[config.mk]
export PLATFORM = sky130hd
export DESIGN_NAME = sorted_key_queue_top_flat
export DESIGN_NICKNAME = d
export VERILOG_FILES = /design/src/sv/skq_pkg.sv /design/src/sv/skq_if.sv /design/src/sv/skq_ctrl.sv /design/src/sv/skq_dp.sv /design/src/sv/sorted_key_queue_top.sv /design/src/flat_wrapper.sv
export SDC_FILE = /design/constraint.sdc
export NUM_CORES = 1
export LEC_CHECK = 0
export ABC_AREA = 1
export BUFFER_PORTS_ARGS = -buffer_cell sky130_fd_sc_hd__buf_2
export CORE_MARGIN = 2
export CORE_UTILIZATION = 35
export DETAILED_ROUTE_END_ITERATION = 8
export PLACE_DENSITY = 0.61
export SLEW_MARGIN = 20
export SYNTH_ARGS = -nofsm -noshare
export SYNTH_HDL_FRONTEND = slang
export SYNTH_SLANG_ARGS = --single-unit
[constraint.sdc]
create_clock -name clk -period 4.2 [get_ports clk]
set_input_delay 0.63 -clock clk [delete_from_list [all_inputs] [get_ports clk]]
set_output_delay 0.63 -clock clk [all_outputs]
set_load 0.005 [all_outputs]
[src/sv/skq_pkg.sv]
// ----------------------------------------------------------------------------
// skq_pkg
// Types and constants of the sorted key queue.
// ----------------------------------------------------------------------------
`default_nettype none

package skq_pkg;

    localparam int KEY_W  = 16;
    localparam int PAY_W  = 32;
    localparam int CMD_W  = 2;
    localparam int STAT_W = 2;

    typedef enum logic [CMD_W-1:0] {
        CMD_INSERT      = 2'd0,
        CMD_REMOVE_HEAD = 2'd1,
        CMD_REMOVE_KEY  = 2'd2,
        CMD_PREPEND     = 2'd3
    } cmd_code_t;

    typedef enum logic [STAT_W-1:0] {
        ST_OK        = 2'd0,
        ST_EMPTY     = 2'd1,
        ST_FULL      = 2'd2,
        ST_NOT_FOUND = 2'd3
    } status_code_t;

    localparam logic signed [KEY_W-1:0] KEY_MIN        = {1'b1, {(KEY_W-1){1'b0}}};
    localparam logic signed [KEY_W-1:0] KEY_FIRST      = KEY_W'(1);

    typedef struct packed {
        logic signed [KEY_W-1:0] key;
        logic [PAY_W-1:0]        payload;
    } entry_t;

    // Datapath operations issued by the controller, one per cycle.
    typedef enum logic [3:0] {
        OP_NONE        = 4'd0,
        OP_LOAD        = 4'd1,
        OP_SET_FULL    = 4'd2,
        OP_SET_EMPTY   = 4'd3,
        OP_SET_MISS    = 4'd4,
        OP_INIT_UP     = 4'd5,
        OP_UP_MOVE     = 4'd6,
        OP_PUT_NEW     = 4'd7,
        OP_INIT_SEARCH = 4'd8,
        OP_SEARCH_NEXT = 4'd9,
        OP_HIT         = 4'd10,
        OP_DN_MOVE     = 4'd11,
        OP_DN_DONE     = 4'd12,
        OP_EMIT        = 4'd13
    } dp_op_t;

    typedef struct packed {
        logic is_add;
        logic full;
        logic empty;
        logic idx_zero;
        logic last;
        logic move;
        logic match;
    } dp_stat_t;

endpackage

`default_nettype wire

[src/sv/skq_if.sv]
// ----------------------------------------------------------------------------
// skq_if
// Request and response channels of the sorted key queue.
// ----------------------------------------------------------------------------
`default_nettype none

interface skq_req_if import skq_pkg::*; ();
    logic                    valid;
    logic                    ready;
    logic [CMD_W-1:0]        command;
    logic signed [KEY_W-1:0] in_key;
    logic [PAY_W-1:0]        in_payload;

    modport source (output valid, output command, output in_key, output in_payload,
                    input ready);
    modport sink   (input valid, input command, input in_key, input in_payload,
                    output ready);
endinterface

interface skq_rsp_if import skq_pkg::*; #(parameter int COUNT_W = 5) ();
    logic                    valid;
    logic                    ready;
    logic [STAT_W-1:0]       status;
    logic signed [KEY_W-1:0] out_key;
    logic [PAY_W-1:0]        out_payload;
    logic [COUNT_W-1:0]      entry_count;

    modport source (output valid, output status, output out_key, output out_payload,
                    output entry_count, input ready);
    modport sink   (input valid, input status, input out_key, input out_payload,
                    input entry_count, output ready);
endinterface

`default_nettype wire

[src/sv/skq_ctrl.sv]
// ----------------------------------------------------------------------------
// skq_ctrl
// Command sequencer: walks one word through the entry store at a time.
// ----------------------------------------------------------------------------
`default_nettype none

module skq_ctrl import skq_pkg::*;
(
    input  logic     clk,
    input  logic     rst_n,
    input  logic     in_valid,
    output logic     in_ready,
    output logic     out_valid,
    input  logic     out_ready,
    input  dp_stat_t stat,
    output dp_op_t   op
);

    typedef enum logic [5:0] {
        S_IDLE    = 6'b000001,
        S_START   = 6'b000010,
        S_WALK_UP = 6'b000100,
        S_SEARCH  = 6'b001000,
        S_WALK_DN = 6'b010000,
        S_FINISH  = 6'b100000
    } state_t;

    state_t state_reg;
    state_t state_next;
    logic   out_valid_reg;
    logic   out_valid_next;

    always_comb
    begin
        state_next = state_reg;
        op         = OP_NONE;
        unique case (state_reg)
            S_IDLE:
            begin
                if (in_valid)
                begin
                    op         = OP_LOAD;
                    state_next = S_START;
                end
            end
            S_START:
            begin
                if (stat.is_add)
                begin
                    if (stat.full)
                    begin
                        op         = OP_SET_FULL;
                        state_next = S_FINISH;
                    end
                    else
                    begin
                        op         = OP_INIT_UP;
                        state_next = S_WALK_UP;
                    end
                end
                else if (stat.empty)
                begin
                    op         = OP_SET_EMPTY;
                    state_next = S_FINISH;
                end
                else
                begin
                    op         = OP_INIT_SEARCH;
                    state_next = S_SEARCH;
                end
            end
            S_WALK_UP:
            begin
                // stop at the bottom slot or at the first key not above the new one
                if (stat.idx_zero || !stat.move)
                begin
                    op         = OP_PUT_NEW;
                    state_next = S_FINISH;
                end
                else
                begin
                    op = OP_UP_MOVE;
                end
            end
            S_SEARCH:
            begin
                priority if (stat.match)
                begin
                    op         = OP_HIT;
                    state_next = S_WALK_DN;
                end
                else if (stat.last)
                begin
                    op         = OP_SET_MISS;
                    state_next = S_FINISH;
                end
                else
                begin
                    op = OP_SEARCH_NEXT;
                end
            end
            S_WALK_DN:
            begin
                if (stat.last)
                begin
                    op         = OP_DN_DONE;
                    state_next = S_FINISH;
                end
                else
                begin
                    op = OP_DN_MOVE;
                end
            end
            S_FINISH:
            begin
                // hold until the output register is free
                if (!out_valid_reg || out_ready)
                begin
                    op         = OP_EMIT;
                    state_next = S_IDLE;
                end
            end
            default:
            begin
                state_next = S_IDLE;
            end
        endcase
    end

    always_comb
    begin
        out_valid_next = out_valid_reg;
        if (op == OP_EMIT)
        begin
            out_valid_next = 1'b1;
        end
        else if (out_ready)
        begin
            out_valid_next = 1'b0;
        end
    end

    always_ff @(posedge clk or negedge rst_n)
    begin
        if (!rst_n)
        begin
            state_reg     <= S_IDLE;
            out_valid_reg <= 1'b0;
        end
        else
        begin
            state_reg     <= state_next;
            out_valid_reg <= out_valid_next;
        end
    end

    assign in_ready  = (state_reg == S_IDLE);
    assign out_valid = out_valid_reg;

endmodule

`default_nettype wire

[src/sv/skq_dp.sv]
// ----------------------------------------------------------------------------
// skq_dp
// Entry store, walk index, compare logic and result registers.
// ----------------------------------------------------------------------------
`default_nettype none

module skq_dp import skq_pkg::*;
#(
    parameter int CAPACITY = 16
)
(
    input  logic                     clk,
    input  logic                     rst_n,
    input  logic [CMD_W-1:0]         in_command,
    input  logic signed [KEY_W-1:0]  in_key,
    input  logic [PAY_W-1:0]         in_payload,
    input  dp_op_t                   op,
    output dp_stat_t                 stat,
    output logic [STAT_W-1:0]        out_status,
    output logic signed [KEY_W-1:0]  out_key,
    output logic [PAY_W-1:0]         out_payload,
    output logic [$clog2(CAPACITY+1)-1:0] out_count
);

    localparam int CNT_W = $clog2(CAPACITY + 1);
    localparam int IDX_W = $clog2(CAPACITY);

    entry_t entry_mem [CAPACITY];
    entry_t rd_data_reg;
    logic [IDX_W-1:0] rd_addr;
    logic             wr_en;
    entry_t           wr_data;

    cmd_code_t               cmd_reg,        cmd_next;
    logic signed [KEY_W-1:0] key_reg,        key_next;
    logic [PAY_W-1:0]        pay_reg,        pay_next;
    logic [CNT_W-1:0]        count_reg,      count_next;
    logic [IDX_W-1:0]        idx_reg,        idx_next;
    status_code_t            res_status_reg, res_status_next;
    logic signed [KEY_W-1:0] res_key_reg,    res_key_next;
    logic [PAY_W-1:0]        res_pay_reg,    res_pay_next;
    logic [STAT_W-1:0]       out_status_reg, out_status_next;
    logic signed [KEY_W-1:0] out_key_reg,    out_key_next;
    logic [PAY_W-1:0]        out_pay_reg,    out_pay_next;
    logic [CNT_W-1:0]        out_count_reg,  out_count_next;

    logic signed [KEY_W-1:0] prep_key;

    // one below the head key, pinned at the minimum
    assign prep_key = (rd_data_reg.key == KEY_MIN) ? KEY_MIN : rd_data_reg.key - KEY_FIRST;

    always_comb
    begin
        stat.is_add   = (cmd_reg == CMD_INSERT) || (cmd_reg == CMD_PREPEND);
        stat.full     = (count_reg == CNT_W'(CAPACITY));
        stat.empty    = (count_reg == '0);
        stat.idx_zero = (idx_reg == '0);
        stat.last     = ((CNT_W'(idx_reg) + CNT_W'(1)) == count_reg);
        stat.move     = (cmd_reg == CMD_PREPEND) || (rd_data_reg.key > key_reg);
        stat.match    = (cmd_reg == CMD_REMOVE_HEAD) || (rd_data_reg.key == key_reg);
    end

    // read one slot ahead of the walk so its word is registered when needed
    always_comb
    begin
        unique case (op)
            OP_INIT_UP:                rd_addr = IDX_W'(count_reg - CNT_W'(1));
            OP_UP_MOVE:                rd_addr = idx_reg - IDX_W'(2);
            OP_HIT, OP_SEARCH_NEXT:    rd_addr = idx_reg + IDX_W'(1);
            OP_DN_MOVE:                rd_addr = idx_reg + IDX_W'(2);
            default:                   rd_addr = '0;
        endcase
    end

    assign wr_en   = (op == OP_PUT_NEW) || (op == OP_UP_MOVE) || (op == OP_DN_MOVE);
    assign wr_data = (op == OP_PUT_NEW) ? entry_t'{key: key_reg, payload: pay_reg}
                                        : rd_data_reg;

    always_ff @(posedge clk)
    begin
        if (wr_en)
        begin
            entry_mem[idx_reg] <= wr_data;
        end
        rd_data_reg <= entry_mem[rd_addr];
    end

    always_comb
    begin
        cmd_next        = cmd_reg;
        key_next        = key_reg;
        pay_next        = pay_reg;
        count_next      = count_reg;
        idx_next        = idx_reg;
        res_status_next = res_status_reg;
        res_key_next    = res_key_reg;
        res_pay_next    = res_pay_reg;
        out_status_next = out_status_reg;
        out_key_next    = out_key_reg;
        out_pay_next    = out_pay_reg;
        out_count_next  = out_count_reg;
        unique case (op)
            OP_LOAD:
            begin
                cmd_next        = cmd_code_t'(in_command);
                key_next        = (cmd_code_t'(in_command) == CMD_PREPEND) ? KEY_FIRST : in_key;
                pay_next        = in_payload;
                res_status_next = ST_OK;
                res_key_next    = '0;
                res_pay_next    = '0;
            end
            OP_SET_FULL:    res_status_next = ST_FULL;
            OP_SET_EMPTY:   res_status_next = ST_EMPTY;
            OP_SET_MISS:    res_status_next = ST_NOT_FOUND;
            OP_INIT_UP:     idx_next = IDX_W'(count_reg);
            OP_UP_MOVE:
            begin
                idx_next = idx_reg - IDX_W'(1);
                if ((cmd_reg == CMD_PREPEND) && (idx_reg == IDX_W'(1)))
                begin
                    key_next = prep_key;
                end
            end
            OP_PUT_NEW:     count_next = count_reg + CNT_W'(1);
            OP_INIT_SEARCH: idx_next = '0;
            OP_SEARCH_NEXT: idx_next = idx_reg + IDX_W'(1);
            OP_HIT:
            begin
                res_key_next = rd_data_reg.key;
                res_pay_next = rd_data_reg.payload;
            end
            OP_DN_MOVE:     idx_next = idx_reg + IDX_W'(1);
            OP_DN_DONE:     count_next = count_reg - CNT_W'(1);
            OP_EMIT:
            begin
                out_status_next = res_status_reg;
                out_key_next    = res_key_reg;
                out_pay_next    = res_pay_reg;
                out_count_next  = count_reg;
            end
            default:
            begin
            end
        endcase
    end

    always_ff @(posedge clk or negedge rst_n)
    begin
        if (!rst_n)
        begin
            count_reg <= '0;
        end
        else
        begin
            count_reg <= count_next;
        end
    end

    always_ff @(posedge clk)
    begin
        cmd_reg        <= cmd_next;
        key_reg        <= key_next;
        pay_reg        <= pay_next;
        idx_reg        <= idx_next;
        res_status_reg <= res_status_next;
        res_key_reg    <= res_key_next;
        res_pay_reg    <= res_pay_next;
        out_status_reg <= out_status_next;
        out_key_reg    <= out_key_next;
        out_pay_reg    <= out_pay_next;
        out_count_reg  <= out_count_next;
    end

    assign out_status  = out_status_reg;
    assign out_key     = out_key_reg;
    assign out_payload = out_pay_reg;
    assign out_count   = out_count_reg;

endmodule

`default_nettype wire

[src/sv/sorted_key_queue_top.sv]
// ----------------------------------------------------------------------------
// sorted_key_queue_top
// Bounded priority queue of (key, payload) entries kept in ascending order.
// ----------------------------------------------------------------------------
// One request word is taken at a time; each gives exactly one response word.
// Inserts walk down from the top slot moving larger keys up, removals
// search up from slot 0 and then close the gap, one slot per cycle through
// the single read and single write port of the entry memory. Full-drop and
// empty cases skip the walk and go straight to the response.
// A new request is taken while the previous response still waits in the
// output register. The store needs no clearing after reset. The response
// interface must be built with COUNT_W = $clog2(CAPACITY + 1).
`default_nettype none

module sorted_key_queue_top import skq_pkg::*;
#(
    parameter int CAPACITY = 16
)
(
    input  wire logic  clk,
    input  wire logic  rst_n,
    skq_req_if.sink    req,
    skq_rsp_if.source  rsp
);

    localparam int CNT_W = $clog2(CAPACITY + 1);

    dp_op_t   op;
    dp_stat_t stat;
    logic [CNT_W-1:0] count;

    skq_ctrl u_ctrl (
        .clk       (clk),
        .rst_n     (rst_n),
        .in_valid  (req.valid),
        .in_ready  (req.ready),
        .out_valid (rsp.valid),
        .out_ready (rsp.ready),
        .stat      (stat),
        .op        (op)
    );

    skq_dp #(
        .CAPACITY (CAPACITY)
    ) u_dp (
        .clk         (clk),
        .rst_n       (rst_n),
        .in_command  (req.command),
        .in_key      (req.in_key),
        .in_payload  (req.in_payload),
        .op          (op),
        .stat        (stat),
        .out_status  (rsp.status),
        .out_key     (rsp.out_key),
        .out_payload (rsp.out_payload),
        .out_count   (count)
    );

    assign rsp.entry_count = count;

endmodule

`default_nettype wire

[src/flat_wrapper.sv]
// flat-port wrapper written by rule: the top's interface ports become plain ports
module sorted_key_queue_top_flat import skq_pkg::*;
#(
    parameter int CAPACITY = 16
)
  (clk, rst_n, req_valid, req_command, req_in_key, req_in_payload, req_ready, rsp_valid, rsp_status, rsp_out_key, rsp_out_payload, rsp_entry_count, rsp_ready);
  skq_req_if req_i ();
  skq_rsp_if #(.COUNT_W(($clog2((16) + 1)))) rsp_i ();
  input  wire logic clk;
  input  wire logic rst_n;
  input wire logic [$bits(req_i.valid)-1:0] req_valid;
  input wire logic [$bits(req_i.command)-1:0] req_command;
  input wire logic [$bits(req_i.in_key)-1:0] req_in_key;
  input wire logic [$bits(req_i.in_payload)-1:0] req_in_payload;
  output wire logic [$bits(req_i.ready)-1:0] req_ready;
  output wire logic [$bits(rsp_i.valid)-1:0] rsp_valid;
  output wire logic [$bits(rsp_i.status)-1:0] rsp_status;
  output wire logic [$bits(rsp_i.out_key)-1:0] rsp_out_key;
  output wire logic [$bits(rsp_i.out_payload)-1:0] rsp_out_payload;
  output wire logic [$bits(rsp_i.entry_count)-1:0] rsp_entry_count;
  input wire logic [$bits(rsp_i.ready)-1:0] rsp_ready;
  assign req_i.valid = req_valid;
  assign req_i.command = req_command;
  assign req_i.in_key = req_in_key;
  assign req_i.in_payload = req_in_payload;
  assign req_ready = req_i.ready;
  assign rsp_valid = rsp_i.valid;
  assign rsp_status = rsp_i.status;
  assign rsp_out_key = rsp_i.out_key;
  assign rsp_out_payload = rsp_i.out_payload;
  assign rsp_entry_count = rsp_i.entry_count;
  assign rsp_i.ready = rsp_ready;
  sorted_key_queue_top #(.CAPACITY(CAPACITY)) u_core (.clk(clk), .rst_n(rst_n), .req(req_i), .rsp(rsp_i));
endmodule
Word level (Yosys, flattened, before mapping) --
Memory sizes are Yosys's and may differ from the RTL's. A register that Yosys moved wholly into a read port is not among the register bits. Cells that the tools add are included.
Word-level totals: bits in registers 171, RAM bits 768, bits of input ports 54, output and inout port bits 57, logic and storage cells 112, memories kept 1
Memories:
- u_core.u_dp.entry_mem | depth 16, width 48, read ports 1, clocked after memory_dff 1, write ports 1, RTL line skq_dp.sv:28 | entry_t entry_mem [CAPACITY];
Operators by class: $add $sub $neg 8, order comparisons 1, equality and inequality tests 31, multiplexer cells 34, reduce and logical (&&, ||, !) cells 23
Operator list (count):
- $pmux W16 S2 | 2
- $pmux W32 S2 | 1
- $mux W16 | 3
- $mux W48 | 1
- $mux W6 | 8
- $pmux W6 S6 | 1
- $pmux W4 S4 | 2
- $eq A4 B4 Y1 const B | 6
- $pmux W4 S6 | 1
- $mux W4 | 5
- $eq A16 B16 Y1 | 1
- $eq A16 B16 Y1 const B | 1
- $eq A4 B3 Y1 const B | 4
- $gt A16 B16 Y1 | 1
- $sub A16 B2 Y16 const B | 1
- $pmux W5 S2 | 1
- $eq A4 B1 Y1 const B | 2
- $eq A4 B2 Y1 const B | 2
- $pmux W2 S4 | 1
- $reduce_bool A2 Y1 | 4
- $reduce_bool A4 Y1 | 2
- $logic_or A1 B1 Y1 | 7
- $eq A6 B1 Y1 const B | 1
- $eq A6 B2 Y1 const B | 1
- other kinds (27) | 38

Longest topological paths before layout --
Gate-level depths: netlist of the first run.
depth after elaboration 11, mapped depth 24, gate-level depth less buffers 22

By module --
Synthesis of the first run repeated with hierarchy kept, for this count alone.
Unflattened totals: cell total of the unflattened synthesis 3892, area, all modules 42087.9 µm²
Modules (own cells, without submodules):
- skq_dp | instances 1, cells each 3805, area each 41541.1 µm², seq. area each 28922.7 µm²
- skq_ctrl | instances 1, cells each 87, area each 546.8 µm², seq. area each 176.4 µm²

Worst setup path before layout of the first run --
OpenSTA, ideal clock, no wires.
kind register to register, start point register u_core.u_ctrl.state_reg[4], end point register u_core.u_dp.res_key_reg[0], enable pin, setup time 0.407 ns, arrival 4.036 ns, required time 3.793 ns, setup slack -0.243 ns, cell stages (with the launch flop) 8, buffers on the path 0, period minus slack after synthesis 4.443 ns, cells stage by stage dfrtp_1 -> nor2_1 -> inv_2 -> nor4_1 -> inv_1 -> nor2_1 -> inv_1 -> nand2_1
On the way: word-level cells in the longest chain between the ends 4, elaborated cells on any way between the ends 10, classes of those cells eq/ne: 8; mux: 1; reduce/logical: 1
Ends and longest elaborated chain:
- start: declaration | RTL line skq_ctrl.sv:28 | state_t state_reg;
- start signal: assignment | RTL line skq_ctrl.sv:152 | state_reg <= state_next;
- $eq A6 B1 Y1 (*)
- via req_ready | RTL line flat_wrapper.sv:15 | output wire logic [$bits(req_i.ready)-1:0] req_ready;
- $pmux W4 S6 (*) | RTL line skq_ctrl.sv:37 | unique case (state_reg)
- $eq A4 B4 Y1 or $eq A4 B1 Y1 (tied branches) | RTL line skq_dp.sv:102 | unique case (op)
- $reduce_bool A2 Y1 (no line) (*)
- end signal: assignment | RTL line skq_dp.sv:166 | res_key_reg <= res_key_next;
- end: declaration | RTL line skq_dp.sv:40 | logic signed [KEY_W-1:0] res_key_reg, res_key_next;
Mark *: on every way through the listed nets, which the timed path passes. The rest lies on a longest branch. A chain may end at the register's enable or synchronous reset.

Final worst setup path of the first run --
start point register u_core.u_dp.idx_reg[0], end point register u_core.u_dp.rd_data_reg[6] (netlist name)
On the way: word-level cells in the longest chain between the ends 8, elaborated cells on any way between the ends 19, classes of those cells add/sub: 4; eq/ne: 6; mux: 6; reduce/logical: 3
Ends and longest elaborated chain:
- start: declaration | RTL line skq_dp.sv:38 | logic [IDX_W-1:0] idx_reg, idx_next;
- start signal: assignment | RTL line skq_dp.sv:164 | idx_reg <= idx_next;
- $add A4 B1 Y5 | RTL line skq_dp.sv:58 | stat.last = ((CNT_W'(idx_reg) + CNT_W'(1)) == count_reg);
- $eq A5 B5 Y1 | RTL line skq_dp.sv:58
- $mux W4 | RTL line skq_ctrl.sv:92 | else if (stat.last)
- $mux W4 | RTL line skq_ctrl.sv:87 | priority if (stat.match)
- $pmux W4 S6 | RTL line skq_ctrl.sv:37
- $eq A4 B4 Y1 | RTL line skq_dp.sv:66 | unique case (op)
- $reduce_or A2 Y1 | RTL line skq_dp.sv:66
- $pmux W4 S4 (*) | RTL line skq_dp.sv:66
Mark *: on every way between the ends. The rest lies on a longest branch, timed or not.

==> flow_summary.ini, run 1 <==
[placement]
dpl.hpwl_um = 55950
gp_congestion = 0.8530
placed_area_sq_um = 45190
place_ws_ps = 413.9
io_buffers = 110

[critical_path]
slowest_delay_ps = 460
critPathKind = register to register
worstPathMaxFanout = 12
endpoint_kind = register
cp.arrival_ps = 4450
slowest_stage = edfxtp_1
cp_cell_sequence = inv_1 > ha_1 > inv_1 > nand2_1 > nand4_1 > nor4_2 > nand2_2 > nand2_2 > inv_1 > fa_1 > xnor2_1 > nand2_1 > o21ai_1 > nand3_4 > inv_2 > buf_4 > nand3_1 > nand2_1
startpoint_type = register
cp.required_ps = 4810

[clocking]
cts_resized = 0
htree_levels = 3
clk_latency_ps = 680
numCtsBuffers = 103
cts.sinks = 987
post-cts-setup-buffers = 0
cts-root-buf = clkbuf_16
path_clk_slew_ps = 60
clock_path_buffers = 3
cts_tree = built

[route]
drt-wirelength-per-cell_um = 18.80
remaining_drc_errors = 0
vias = 27902
routed_wl_um = 106500
ant_nets = 0
vias_per_cell = 4.925
drt_iter0_drc = 2768
dr.pass1.iters = 7

[timing]
setup_violations = 0
skew_ps = 18.75
slew_headroom_pct = 29.76
drv_slew = 0
worst_pin_slew_ps = 1051
tns_ps = 0
fmax_mhz = 260.5
hold_violations = 0
setup_slack_ps = 361.0
period_minus_slack_ps = 3839
rsz0062_at_grt = no
min_period_over_period_pct = 91.40

[logic_synthesis]
yosysSeqAreaShare_pct = 68.72
synth_cell_type_count = 38
synth_top_area_share_pct = 65.74
synth_area_sq_um = 42340
yosysWarnings = 0
synthCells = 3859
synth.ff_latch_count = 987
synthTopCellsByArea = edfxtp_1 66%, nand3_1 11%, nand2_1 6.6%, inv_1 5.4%, dfxtp_1 2.3%
yosysMostFrequentCell = edfxtp_1
synth_edf_count = 927
synth_fp_nets = 3939
async_flop_share_pct = 1.216
syn_area_per_cell_sq_um = 10.97
synthTopCellsByCount = 927 x edfxtp_1, 906 x nand3_1, 748 x nand2_1, 612 x inv_1, 107 x nand3b_1
yosysTopAreaCell = edfxtp_1
synth_ff_type = edfxtp_1

[floorplan]
start_util_pct = 35.29
rows = 127
fp.coreArea_sq_um = 120000
die_x_um = 351.8
die-area_sq_um = 123800
die_h_um = 351.8
num_io_pins = 111

[final_layout]
post-route-util_pct = 40.57
syn_to_final_growth_pct = 14.94
fin_area_sq_um = 48670
largest_reg_flops = 768
drive_gt1_share_pct = 10.27
final_nets = 4046

[global_routing]
grt_pass1_vias = 26345
grt_pass1_wl_um = 161500
antenna_found_initial = 1
grt-ovfl-total = 0
grt_max_degree = 133
track_usage_pct = 17.00

[power]
irDropWorstVdd_mv = 0.4608
fin_total_pwr_mw = 30.77
leakagePower_nw = 19.64
power-per-cell-area_nw_per_um2 = 632.2

[worst_hold_path]
hp-class = input port to register

[run_status]
status = finished, final reports clean

[run]
maxCapViolations = 0
## through the flow
step	hold slack [ps]	instances
floorplan	334.4	3859
global placement	402.4	5472
detailed placement	404.5	5472
CTS	90.58	5664
global route	113.5	5664
finish	130.6	5665
## area by class of cell
cell class	count	area [sq um]
antenna	1	2.502
clock buffer	141	2851
clock inverter	50	611.8
fill	11316	71300
inverter	616	2316
multi-input combinational	2035	9971
sequential	987	29100
tap	1612	2017
timing repair buffer	223	1802
## kinds of logic after synthesis
kind of cell             after synthesis  share of synthesized area (%)
XOR/XNOR                              25                         0.5171
buffers and inverters                837                          8.179
AO/OA/AOI/OAI                         92                          1.167
flip-flops                           987                          68.72
AND/OR/NAND/NOR                     1892                          20.63
adder cells (fa/ha/maj)               26                         0.7860
## per-layer routing
metal,share of wire (%),up-vias,GRT usage (%)
li1,-,13207,-
met1,46,13560,24.62
met2,45,1005,26.68
met3,7.3,130,2.605
met4,1.8,0,4.282
met5,0,-,0
## worst max-delay path: cells and delay by family, from the launching register on
| kind | cells | cell delay (ps) |
|---|---|---|
| simple gates | 9 | 1190 |
| buf+inv | 5 | 1060 |
| fa+ha+maj | 2 | 720 |
| flops | 1 | 460 |
| xor+xnor | 1 | 190 |
| compound gates | 1 | 140 |
## final timing paths
| check | to | depth (start not counted) | from | slack [ps] |
|---|---|---|---|---|
| min in group asynchronous | u_core.u_ctrl.state_reg[2] | 2 | rst_n | 370 |
| max reg2reg | u_core.u_dp.rd_data_reg[6] | 18 | u_core.u_dp.idx_reg[0] | 360 |
| min | u_core.u_dp.pay_reg[30] | 1 | req_in_payload[30] | 130 |
| max | u_core.u_dp.rd_data_reg[6] | 18 | u_core.u_dp.idx_reg[0] | 360 |
| min reg2reg | u_core.u_dp.out_key[4] | 0 | u_core.u_dp.res_key_reg[4] | 420 |
| max in group asynchronous | u_core.u_ctrl.state_reg[0] | 2 | rst_n | 3560 |
## cells in the final DEF (no fill, tap or decap), types with 70 or more instances in the layout
cell,synthesis,final
edfxtp_1,927,927
nand3_1,906,905
nand2_1,748,746
inv_1,612,611
buf_2,88,110
nand3b_1,107,107
clkbuf_16,0,104
nor2_1,102,84
buf_4,40,80
o21ai_0,71,70
## timing repair
| action | in CTS | in global routing |
|---|---|---|
| endpoints found under the hold margin | 11 | 0 |
| hold buffers | 1 | 0 |
| setup endpoints to repair | 0 | 0 |
## power by group
group          switching (mW)  internal [mW]  total, mW
Combinational            5.72           2.41       8.13
Sequential              0.467           12.9       13.3
Clock                    3.82           5.49       9.31
Power figures use the tool's default switching activity.
==> run 2: changes to the inputs <==
ABC_CLOCK_PERIOD_IN_PS = 4200   (was unset)
CORE_UTILIZATION = 56   (was 35)
PLACE_DENSITY = 0.85   (was 0.61)
==> run 2 against run 1 <==
Effect of this change: setup slack lost 150 ps; via count grew 5.3%; register-to-register slack lost 150 ps; worst hold slack is essentially flat; total power shrank 1.7%; routed wire length shrank 2.6%; combinational power grew 2%; largest power group unchanged.
==> flow_summary.ini, run 2 (same netlist as run 1, synthesis figures left out) <==
[timing]
period_minus_slack_ps = 3987
min_period_over_period_pct = 94.93
timing.hold.ws_ps = 130.1
setup_violations = 0
hold_violations = 0
fmax_mhz = 250.8
skew_ps = 36.65
worst_pin_slew_ps = 1039
drv_slew = 0
slew_headroom_pct = 30.73

[placement]
dpl.hpwl_um = 53280
io_buffers = 110
placed_area_sq_um = 44340
gp_congestion = 0.8906

[clocking]
cts.sinks = 987
cts-root-buf = clkbuf_16
clk_latency_ps = 680
cts_tree = built
path_clk_slew_ps = 60
htree_levels = 3
numCtsBuffers = 97
clock_path_buffers = 3
cts_resized = 0

[power]
p_int_mw = 20.26
irDropWorstVdd_mv = 0.4217
p_sw_mw = 9.988
sw_frac_of_total_pct = 33.02
clockPowerShare_pct = 28.8
pwr-share-comb_pct = 27.3
leakagePower_nw = 19.54
pwr-share-seq_pct = 43.9
fin_total_pwr_mw = 30.25
power-per-cell-area_nw_per_um2 = 635.4

[floorplan]
num_io_pins = 111
die_h_um = 279.0
start_util_pct = 56.69
rows = 100
fp.coreArea_sq_um = 74700
die-area_sq_um = 77830
die_x_um = 279.0

[critical_path]
cp.required_ps = 4750
critPathKind = register to register
endpoint_kind = register
worstPathMaxFanout = 96
startpoint_type = register
cp.arrival_ps = 4530

[run_status]
status = finished, final reports clean

[route]
vias_per_cell = 5.862
vias = 29385
routed_wl_um = 103800
ant_nets = 0
drt_iter0_drc = 4058
remaining_drc_errors = 0
drt-wirelength-per-cell_um = 20.70
dr.pass1.iters = 6

[final_layout]
multi_input_area_sq_um = 9977
fin_area_sq_um = 47600
post-route-util_pct = 63.73
antenna_cells = 0
final_common_cell = edfxtp_1
largest_reg_flops = 768
layout_common_cells = 927 x edfxtp_1, 905 x nand3_1, 746 x nand2_1, 611 x inv_1, 110 x buf_2
final_nets = 4039
seq_area_sq_um = 29100
syn_to_final_growth_pct = 12.42
fill_cells = 5073
drive_gt1_share_pct = 10.19

[global_routing]
grt_max_degree = 158
grt_pass1_vias = 29024
antenna_found_initial = 0
track_usage_pct = 26.21
grt_pass1_wl_um = 158100
grt-ovfl-total = 0

[worst_hold_path]
hp-class = input port to register

[run]
maxCapViolations = 0
==> run 2: critical path, cell delays in order (launching register included) <==
cell	delay, ps
edfxtp_1	480
inv_1	180
ha_1	330
inv_1	90
nand2_1	80
nand4_1	110
nor4_2	280
nand2_2	160
nand2_2	180
inv_1	120
fa_1	500
inv_1	40
nand2_1	70
nand2_1	80
nor2_4	180
buf_12	520
nand3_1	210
nand3_1	110
nand2_1	70
==> run 2: path summary, 6_finish.rpt <==
path / to / cells after the start / from / slack [ps]
max reg2reg: u_core.u_dp.rd_data_reg[8] / 18 / u_core.u_dp.idx_reg[0] / 210
min in group asynchronous: u_core.u_dp.count_reg[0] / 2 / rst_n / 400
min reg2reg: u_core.u_dp.out_payload[31] / 0 / u_core.u_dp.res_pay_reg[31] / 410
max in group asynchronous: u_core.u_ctrl.state_reg[0] / 2 / rst_n / 3520
min: u_core.u_dp.pay_reg[30] / 1 / req_in_payload[30] / 130
max: u_core.u_dp.rd_data_reg[8] / 18 / u_core.u_dp.idx_reg[0] / 210
==> run 2: repair_timing <==
| item | 4_1_cts | 5_1_grt |
|---|---|---|
| buffers inserted | 0 | 1 |
| hold buffers | 1 | 0 |
| endpoints found under the setup margin | 0 | 29 |
| hold endpoints to repair | 11 | 0 |
==> run 2: through the flow <==
stage | instances | setup slack (ps) | setup TNS (ps)
global placement | 4826 | 187.3 | 0
CTS | 5011 | 110.3 | 0
detailed placement | 4826 | 167.5 | 0
floorplan | 3859 | -9.754 | -3746
global route | 5013 | -2.329 | -2.329
finish | 5013 | 213.1 | 0
==> run 2: layer usage <==
metal	up-vias	GRT usage [%]	share of wire, %
met5	-	0	0
met4	0	12.88	4.9
met3	386	3.983	10
met2	1917	44.54	49
met1	13898	33.03	36
li1	13184	-	-
==> run 2: final cells by class <==
type,instances,area share (%)
inverters,616,4.863
multi-input cells,2036,20.96
flip-flops and latches,987,61.13
repair buffers,221,3.701
clock inverters,46,0.9962
well taps,969,2.547
clock buffers,138,5.801
==> run 2: power groups by stage <==
stage / clock network, mW / registers, mW / logic, mW
after CTS: 8.76 / 13.3 / 8.16
after global routing: 9.14 / 13.3 / 9.06
final: 8.70 / 13.3 / 8.26
after detailed placement: 0 / 13.5 / 8.03
after floorplan: 0 / 13.3 / 5.39
after global placement: 0 / 13.5 / 7.73
